### src/gtg_pkg.sv
`timescale 1ns / 1ps
`default_nettype none
// ----------------------------------------------------------------------------
// gtg_pkg: shared constants for go-to-goal steering
// Register indexes, CORDIC angle table, fixed-point helpers.
// ----------------------------------------------------------------------------
package gtg_pkg;

  localparam int FRACTION_BITS_DEF = 12;
  localparam int CORDIC_STAGES_DEF = 14;
  localparam int ATAN_ENTRIES = 20;

  // CORDIC datapath width: |dx|,|dy| < 2^16, growth < 1.65 plus shift floor slack
  localparam int XW = 19;
  localparam int ZW = 33;

  localparam logic [2:0] REG_TARGET_X  = 3'd0;
  localparam logic [2:0] REG_TARGET_Y  = 3'd1;
  localparam logic [2:0] REG_GAIN      = 3'd2;
  localparam logic [2:0] REG_MAX_LIN   = 3'd3;
  localparam logic [2:0] REG_MAX_ANG   = 3'd4;

  localparam logic signed [ZW-1:0] HALF_PI_Q30 = 33'sd1686629713;
  localparam logic signed [ZW-1:0] PI_Q30      = 33'sd3373259426;
  localparam logic [29:0] CORDIC_GAIN_Q30      = 30'd652032874;

  function automatic logic signed [ZW-1:0] atan_q30(input int i);
    logic signed [ZW-1:0] r;
    case (i)
      0: r = 33'sd843314856;
      1: r = 33'sd497837829;
      2: r = 33'sd263043836;
      3: r = 33'sd133525158;
      4: r = 33'sd67021686;
      5: r = 33'sd33543515;
      6: r = 33'sd16775850;
      7: r = 33'sd8388437;
      8: r = 33'sd4194282;
      9: r = 33'sd2097149;
      10: r = 33'sd1048575;
      11: r = 33'sd524287;
      12: r = 33'sd262143;
      13: r = 33'sd131071;
      14: r = 33'sd65535;
      15: r = 33'sd32767;
      16: r = 33'sd16383;
      17: r = 33'sd8191;
      18: r = 33'sd4095;
      19: r = 33'sd2047;
      default: r = '0;
    endcase
    return r;
  endfunction

  typedef struct packed {
    logic [15:0] goal_x;
    logic [15:0] goal_y;
    logic [14:0] linear_gain;
    logic [14:0] max_linear_speed;
    logic [14:0] max_angular_speed;
  } cfg_t;

endpackage
`default_nettype wire

### src/gtg_cordic.sv
`timescale 1ns / 1ps
`default_nettype none
// ----------------------------------------------------------------------------
// gtg_cordic: pipelined CORDIC vectoring unit
// Quadrant pre-rotation stage followed by one register stage per iteration.
// ----------------------------------------------------------------------------
module gtg_cordic #(
  parameter int CORDIC_STAGES = gtg_pkg::CORDIC_STAGES_DEF,
  parameter int HW = 15
) (
  input  wire  logic                          clk,
  input  wire  logic                          rst,
  input  wire  logic                          en,
  input  wire  logic                          in_valid,
  input  wire  logic signed [16:0]            in_dx,
  input  wire  logic signed [16:0]            in_dy,
  input  wire  logic signed [HW-1:0]          in_head,
  output logic                                out_valid,
  output logic signed [gtg_pkg::XW-1:0]       out_x,
  output logic signed [gtg_pkg::ZW-1:0]       out_z,
  output logic signed [HW-1:0]                out_head
);

  localparam int N = (CORDIC_STAGES < gtg_pkg::ATAN_ENTRIES) ? CORDIC_STAGES
                     : gtg_pkg::ATAN_ENTRIES;

  logic                              v  [N+1];
  logic signed [gtg_pkg::XW-1:0]     xs [N+1];
  logic signed [gtg_pkg::XW-1:0]     ys [N+1];
  logic signed [gtg_pkg::ZW-1:0]     zs [N+1];
  logic signed [HW-1:0]              hs [N+1];

  always_ff @(posedge clk) begin
    if (rst) begin
      v[0] <= 1'b0;
    end else if (en) begin
      v[0] <= in_valid;
    end
    if (en) begin
      hs[0] <= in_head;
      if (in_dx < 0) begin
        if (in_dy >= 0) begin
          xs[0] <= gtg_pkg::XW'(in_dy);
          ys[0] <= -gtg_pkg::XW'(in_dx);
          zs[0] <= gtg_pkg::HALF_PI_Q30;
        end else begin
          xs[0] <= -gtg_pkg::XW'(in_dy);
          ys[0] <= gtg_pkg::XW'(in_dx);
          zs[0] <= -gtg_pkg::HALF_PI_Q30;
        end
      end else begin
        xs[0] <= gtg_pkg::XW'(in_dx);
        ys[0] <= gtg_pkg::XW'(in_dy);
        zs[0] <= '0;
      end
    end
  end

  for (genvar i = 0; i < N; i++) begin : g_stage
    always_ff @(posedge clk) begin
      if (rst) begin
        v[i+1] <= 1'b0;
      end else if (en) begin
        v[i+1] <= v[i];
      end
      if (en) begin
        hs[i+1] <= hs[i];
        if (ys[i] >= 0) begin
          xs[i+1] <= xs[i] + (ys[i] >>> i);
          ys[i+1] <= ys[i] - (xs[i] >>> i);
          zs[i+1] <= zs[i] + gtg_pkg::atan_q30(i);
        end else begin
          xs[i+1] <= xs[i] - (ys[i] >>> i);
          ys[i+1] <= ys[i] + (xs[i] >>> i);
          zs[i+1] <= zs[i] - gtg_pkg::atan_q30(i);
        end
      end
    end
  end

  assign out_valid = v[N];
  assign out_x     = xs[N];
  assign out_z     = zs[N];
  assign out_head  = hs[N];

endmodule
`default_nettype wire

### src/gtg_steer.sv
`timescale 1ns / 1ps
`default_nettype none
// ----------------------------------------------------------------------------
// gtg_steer: post-CORDIC pipeline
// Distance scaling, heading error wrap, decision, gain and saturation.
// ----------------------------------------------------------------------------
module gtg_steer #(
  parameter int FRACTION_BITS = gtg_pkg::FRACTION_BITS_DEF,
  parameter int HW = 15
) (
  input  wire  logic                          clk,
  input  wire  logic                          rst,
  input  wire  logic                          en,
  input  wire  gtg_pkg::cfg_t                 cfg,
  input  wire  logic                          in_valid,
  input  wire  logic signed [gtg_pkg::XW-1:0] in_x,
  input  wire  logic signed [gtg_pkg::ZW-1:0] in_z,
  input  wire  logic signed [HW-1:0]          in_head,
  output logic                                out_valid,
  output logic [14:0]                         out_fwd,
  output logic signed [15:0]                  out_turn
);

  localparam int S = 30 - FRACTION_BITS;
  localparam int EW = 24;
  localparam logic signed [gtg_pkg::ZW-1:0] PI_QF =
    gtg_pkg::ZW'((gtg_pkg::PI_Q30 + (64'sd1 <<< (S - 1))) >>> S);
  localparam logic signed [EW-1:0] PI_E  = EW'(PI_QF);
  localparam logic signed [EW-1:0] PI2_E = EW'(2 * PI_QF);
  localparam logic [EW-1:0] DIST_TH = EW'(((1 << FRACTION_BITS) + 5) / 10);
  localparam logic [EW-1:0] ANG_TH  = EW'((2 * (1 << FRACTION_BITS) + 5) / 10);

  // stage A: distance product, bearing rounding
  logic                      va;
  logic [49:0]               prod;
  logic signed [EW-1:0]      err_a;

  logic signed [gtg_pkg::ZW-1:0] bear;
  assign bear = (in_z + gtg_pkg::ZW'(64'sd1 <<< (S - 1))) >>> S;

  always_ff @(posedge clk) begin
    if (rst) va <= 1'b0;
    else if (en) va <= in_valid;
    if (en) begin
      prod  <= 50'(in_x[gtg_pkg::XW-2:0]) * 50'(gtg_pkg::CORDIC_GAIN_Q30);
      err_a <= EW'(bear) - EW'(in_head);
    end
  end

  // stage B: distance, wrap (error spans at most one extra turn)
  logic                 vb;
  logic [EW-1:0]        dist_b;
  logic signed [EW-1:0] err_b;
  logic [49:0]          prod_r;
  assign prod_r = prod + (50'd1 << 29);

  always_ff @(posedge clk) begin
    if (rst) vb <= 1'b0;
    else if (en) vb <= va;
    if (en) begin
      dist_b <= EW'(prod_r >> 30);
      if (err_a > PI_E) err_b <= err_a - PI2_E;
      else if (err_a < -PI_E) err_b <= err_a + PI2_E;
      else err_b <= err_a;
    end
  end

  // stage C: decision, gain product
  logic                 vc;
  logic                 drive_c, turn_c;
  logic [39:0]          gprod;
  logic signed [EW-1:0] err_c;
  logic [EW-1:0]        mag;
  assign mag = err_b[EW-1] ? EW'(-err_b) : EW'(err_b);

  always_ff @(posedge clk) begin
    if (rst) vc <= 1'b0;
    else if (en) vc <= vb;
    if (en) begin
      err_c   <= err_b;
      turn_c  <= (dist_b > DIST_TH) && (mag > ANG_TH);
      drive_c <= (dist_b > DIST_TH) && !(mag > ANG_TH);
      gprod   <= 40'(cfg.linear_gain) * 40'(dist_b) + 40'(64'd1 << (FRACTION_BITS - 1));
    end
  end

  // stage D: saturate and register result
  logic [39:0]          fwd_full;
  logic signed [EW:0]   turn_full;
  logic signed [EW:0]   amax;
  assign fwd_full  = gprod >> FRACTION_BITS;
  assign turn_full = (EW+1)'(err_c) <<< 1;
  assign amax      = (EW+1)'(cfg.max_angular_speed);

  always_ff @(posedge clk) begin
    if (rst) out_valid <= 1'b0;
    else if (en) out_valid <= vc;
    if (en) begin
      if (drive_c && fwd_full > 40'(cfg.max_linear_speed)) out_fwd <= cfg.max_linear_speed;
      else if (drive_c) out_fwd <= fwd_full[14:0];
      else out_fwd <= '0;
      if (!turn_c) out_turn <= '0;
      else if (turn_full > amax) out_turn <= 16'(amax);
      else if (turn_full < -amax) out_turn <= 16'(-amax);
      else out_turn <= 16'(turn_full);
    end
  end

endmodule
`default_nettype wire

### src/go_to_goal_steering.sv
`timescale 1ns / 1ps
`default_nettype none
// ----------------------------------------------------------------------------
// go_to_goal_steering: pose to velocity command toward a target point
// CORDIC vectoring pipeline plus steering stages.
// ----------------------------------------------------------------------------
// channel | direction | handshake
// pose    | in        | valid / stall
// command | out       | valid / stall
// One transaction per cycle while the output is not stalled; register stages:
// pre-rotation, one per CORDIC iteration (capped at ATAN_ENTRIES), four steering stages.
// The whole pipeline advances together; an output stall freezes every stage.
// Input stall follows output stall only when the output register is full.
// Reset clears valid bits and reloads the register defaults.
module go_to_goal_steering #(
  parameter int FRACTION_BITS = gtg_pkg::FRACTION_BITS_DEF,
  parameter int CORDIC_STAGES = gtg_pkg::CORDIC_STAGES_DEF
) (
  input  wire  logic               clk,
  input  wire  logic               rst,
  input  wire  logic               cfg_write,
  input  wire  logic [2:0]         cfg_index,
  input  wire  logic [15:0]        cfg_data,
  input  wire  logic               in_valid,
  output logic                     in_stall,
  input  wire  logic [15:0]        current_x,
  input  wire  logic [15:0]        current_y,
  input  wire  logic signed [14:0] current_heading,
  output logic                     out_valid,
  input  wire  logic               out_stall,
  output logic [14:0]              forward_speed,
  output logic signed [15:0]       turn_rate
);

  gtg_pkg::cfg_t cfg;

  always_ff @(posedge clk) begin
    if (rst) begin
      cfg.goal_x            <= 16'd12288;
      cfg.goal_y            <= 16'd16384;
      cfg.linear_gain       <= 15'd4096;
      cfg.max_linear_speed  <= 15'd12288;
      cfg.max_angular_speed <= 15'd12288;
    end else if (cfg_write) begin
      unique case (cfg_index)
        gtg_pkg::REG_TARGET_X: cfg.goal_x            <= cfg_data;
        gtg_pkg::REG_TARGET_Y: cfg.goal_y            <= cfg_data;
        gtg_pkg::REG_GAIN:     cfg.linear_gain       <= cfg_data[14:0];
        gtg_pkg::REG_MAX_LIN:  cfg.max_linear_speed  <= cfg_data[14:0];
        gtg_pkg::REG_MAX_ANG:  cfg.max_angular_speed <= cfg_data[14:0];
        default: ;
      endcase
    end
  end

  logic en;
  assign en       = !(out_valid && out_stall);
  assign in_stall = !en;

  logic signed [16:0] dx, dy;
  assign dx = $signed({1'b0, cfg.goal_x}) - $signed({1'b0, current_x});
  assign dy = $signed({1'b0, cfg.goal_y}) - $signed({1'b0, current_y});

  logic                              cv;
  logic signed [gtg_pkg::XW-1:0]     cx;
  logic signed [gtg_pkg::ZW-1:0]     cz;
  logic signed [14:0]                ch;

  gtg_cordic #(.CORDIC_STAGES(CORDIC_STAGES), .HW(15)) u_cordic (
    .clk(clk), .rst(rst), .en(en),
    .in_valid(in_valid), .in_dx(dx), .in_dy(dy), .in_head(current_heading),
    .out_valid(cv), .out_x(cx), .out_z(cz), .out_head(ch)
  );

  gtg_steer #(.FRACTION_BITS(FRACTION_BITS), .HW(15)) u_steer (
    .clk(clk), .rst(rst), .en(en), .cfg(cfg),
    .in_valid(cv), .in_x(cx), .in_z(cz), .in_head(ch),
    .out_valid(out_valid), .out_fwd(forward_speed), .out_turn(turn_rate)
  );

endmodule
`default_nettype wire

### config.mk
export PLATFORM = sky130hd
export DESIGN_NAME = go_to_goal_steering
export DESIGN_NICKNAME = d
export VERILOG_FILES = /design/src/gtg_pkg.sv /design/src/gtg_cordic.sv /design/src/gtg_steer.sv /design/src/go_to_goal_steering.sv
export SDC_FILE = /design/constraint.sdc
export NUM_CORES = 2
export LEC_CHECK = 0
export BUFFER_PORTS_ARGS = -buffer_cell sky130_fd_sc_hd__buf_4
export CAP_MARGIN = 20
export CORE_MARGIN = 8
export CORE_UTILIZATION = 40
export CTS_BUF_LIST = sky130_fd_sc_hd__clkbuf_8
export DETAILED_ROUTE_END_ITERATION = 10
export PLACE_DENSITY = 0.54
export SYNTH_ARGS = -nofsm -noshare
export SYNTH_HDL_FRONTEND = slang
export SYNTH_SLANG_ARGS = --single-unit
### constraint.sdc
create_clock -name clk -period 40.5 [get_ports clk]
set_clock_uncertainty 0.1 [all_clocks]
set_input_delay 2.025 -clock clk [delete_from_list [all_inputs] [get_ports clk]]
set_output_delay 2.025 -clock clk [all_outputs]
set_load 0.02 [all_outputs]
==> impl_metrics.tcl <==
set metrics [dict create \
    run_status "finished clean" \
    reg2reg_slack_ns 31.95 \
    synth_nets 13200 \
    cts_tree "yes" \
    cap_violations 0 \
    die_x_um 553 \
    worst_r2r_endpoint "u_steer.gprod[31]$_DFFE_PN_" \
    htreeDepth 5 \
    worst_pin_slew_ns 1.06 \
    clock-root-buffer "clkbuf_8" \
    grt_pass1_vias 84200 \
    fmax_ghz 0.117 \
    multi_input_area_mm2 0.0681 \
    clock_sinks 1458 \
    place_area_mm2 0.121 \
    fillers 27200 \
    grt.overflow.total 0 \
    syn-cell-area_mm2 0.115 \
    layout.area.seq_mm2 0.0430 \
    post_cts_buffers 0 \
    rsz0062_at_grt "no" \
    coreArea_mm2 0.288 \
    syn_inst 11400 \
    start_util_pct 40.1 \
    r2r_cells 23 \
    layout.nets 13500 \
    min_period_ns 8.55 \
    whs_path_depth 0 \
    period_share_pct 21.1 \
    min_from "u_cordic.hs[1][54]$_DFFE_PN_" \
    min_to "u_cordic.hs[1][69]$_DFFE_PN_" \
    holdBufCountCts 0 \
    path_class "reg -> reg" \
    cp.required_ns 41.08 \
    relSlewSlack_pct 28.7 \
    path_cells "and2_1 -> fa_1 -> inv_1 -> fa_1 -> inv_1 -> fa_1 -> fa_1 -> fa_1 -> inv_1 -> fa_1 -> inv_1 -> ha_1 -> a211oi_1 -> nor2_1 -> o31ai_1 -> nand3_1 -> a2111oi_1 -> xnor2_1 -> nand4b_1 -> or4_1 -> nor2_1 -> xnor2_1 -> xnor2_1" \
    routed_wl_mm 292 \
    cpPeakStageDelay_ns 0.83 \
    yosysSeqAreaShare_pct 37.2 \
    yosys.cell_types.count 90 \
    antenna_found_initial 8 \
    clk_latency_ns 0.94 \
    cp.arrival_ns 9.13 \
    ios 104 \
    worstSetupEndpointType "register" \
    cts_buffers 282 \
    synth_warnings 0 \
    async_flop_share_pct 0 \
    dr.pass1.iters 5 \
    die_y_um 553 \
    dp_hpwl_mm 227 \
    wl_per_cell_um 18.7 \
    crit_path_frequent_cell "fa_1" \
    r2r_start "u_steer.dist_b[6]$_DFFE_PN_" \
    cts.repair.resized 0 \
    place_congestion 0.879 \
    critPathLaunchType "register" \
    finalSetupTns_ns 0 \
    io_buffers 103 \
    maxSlewViolCount 0 \
    area_growth_syn_to_layout_pct 9.17 \
    drt_iter0_drc 5590 \
    ant_nets 0 \
    syn_area_per_cell_um2 10.2 \
    drc_errors 0 \
    grt_pass1_wl_mm 463 \
    clk_path_buf_depth 4 \
    synth-edff-count 1377 \
    std_cell_rows 197 \
    min_path_type "reg -> reg" \
    grt_util_all_layers_pct 18.5 \
    path_clk_slew_ns 0.06 \
    drive_gt1_share_pct 5.13 \
    cpMaxStageDelayCell "a2111oi_1" \
    finalHoldViolations 0 \
    ys_ff_latch 1458 \
    critPathTopFamily "adder cells" \
    final_area_mm2 0.126 \
    avgViaCountPerCell 5.37 \
    setup_viol_count_final 0 \
    crit_fanout 16 \
    grt_max_degree 151 \
    die_area_mm2 0.306 \
    yosys_most_used_dff "edfxtp_1" \
    num_vias 83900 \
    crit_buf_inv 4 \
]
==> kinds of logic (layout without fill, tap and decap cells) <==
group,Yosys count,in the layout,synth area share (%)
buf+inv,1188,1637,3.86
other cells,0,3,0
mux,58,58,0.508
simple gates,3095,3095,12.7
compound gates,2646,2646,14.5
flops,1458,1458,37.2
xor+xnor,1140,1140,8.65
fa+ha+maj,1791,1791,22.5
==> worst reg2reg max path: stages (launching register included) <==
cell	delay [ns]
edfxtp_1	0.65
and2_1	0.31
fa_1	0.54
inv_1	0.06
fa_1	0.54
inv_1	0.06
fa_1	0.52
fa_1	0.45
fa_1	0.55
inv_1	0.06
fa_1	0.53
inv_1	0.05
ha_1	0.38
a211oi_1	0.24
nor2_1	0.10
o31ai_1	0.55
nand3_1	0.27
a2111oi_1	0.83
xnor2_1	0.28
nand4b_1	0.21
or4_1	0.65
nor2_1	0.16
xnor2_1	0.15
xnor2_1	0.09
==> worst max-delay path by stage <==
| stage | start | end | cells past startpoint |
|---|---|---|---|
| after global placement | u_steer.dist_b[6]$_DFFE_PN_ | u_steer.gprod[31]$_DFFE_PN_ | 23 |
| final | u_steer.dist_b[6]$_DFFE_PN_ | u_steer.gprod[31]$_DFFE_PN_ | 23 |
| after floorplan | out_stall | u_cordic.ys[0][37]$_DFFE_PP_ | 6 |
| after CTS | u_steer.dist_b[6]$_DFFE_PN_ | u_steer.gprod[31]$_DFFE_PN_ | 23 |
| after detailed placement | u_steer.dist_b[6]$_DFFE_PN_ | u_steer.gprod[31]$_DFFE_PN_ | 23 |
| after global routing | u_steer.dist_b[6]$_DFFE_PN_ | u_steer.gprod[31]$_DFFE_PN_ | 23 |
==> layout make-up <==
class	count	share of cell area (%)
multi-input combinational	8730	54.0
sequential	1458	34.1
clock buffer	291	3.18
tap	3781	3.75
antenna	3	0.00596
timing repair buffer	163	0.998
inverter	990	2.95
clock inverter	193	1.03
==> through the flow <==
step                      worst slack (ns)  instances  utilization, %  hold slack (ns)
after floorplan                       7.58      11400               -            0.300
after CTS                            32.00      15600            43.8            0.275
after global routing                 31.52      15600            43.8            0.280
final                                31.95      15600            43.8            0.280
after detailed placement             32.07      15100            42.0            0.305
after global placement               32.11      15100            42.0            0.301
==> sequential cells by signal, indices dropped and copies added, names as in the netlist, 24 cells and up <==
| register | count |
|---|---|
| u_cordic.zs | 443 |
| u_steer.gprod | 24 |
| u_cordic.hs | 225 |
| cfg | 77 |
| u_cordic.xs | 282 |
| u_steer.err_c | 24 |
| u_steer.err_b | 24 |
| u_cordic.ys | 253 |
==> cells in the final DEF (no fill, tap or decap), types with 53 or more instances in the layout <==
master	n
nor4_1	60
a21oi_1	816
o21ai_0	596
a31oi_1	69
xnor2_1	767
nor2_1	849
nor2b_1	117
inv_1	1053
nand3_1	178
clkbuf_8	292
xor2_1	373
o31ai_1	71
nor3_1	254
edfxtp_1	1377
buf_4	158
fa_1	478
clkinv_1	56
and3_1	102
or3_1	73
o21a_1	142
dfxtp_1	81
nand2_1	893
ha_1	1313
o21bai_1	107
a21o_1	286
o41ai_1	63
and2_1	217
nand2b_1	119
a211oi_1	122
mux2i_1	53
==> routing by layer <==
metal | track usage (%) | vias up | share of wire [%] | routed length [um]
met4 | 5.60 | 0 | 3.0 | 8830
li1 | - | 41300 | - | -
met3 | 2.24 | 477 | 3.8 | 11000
met2 | 31.1 | 1595 | 47 | 137000
met1 | 24.9 | 40500 | 46 | 135000
met5 | 0 | - | 0 | 0
==> synthesized netlist by cell type (all sizes together), types with 179 or more instances <==
master     n  area share (%)
xnor2    767             5.8
o21ai    603             2.6
a21o     286             1.9
nand2    896             2.9
fa       478             8.3
edfxtp  1377              36
nand3    179            0.78
nor3     255             1.1
inv      982             3.2
ha      1313              14
nor2     850             2.8
clkbuf   182            0.59
xor2     373             2.8
a21oi    816             3.5
and2     217             1.2
Power is not shown: default switching activity piles up to over one toggle a cycle in this logic, so the estimate is an artifact.
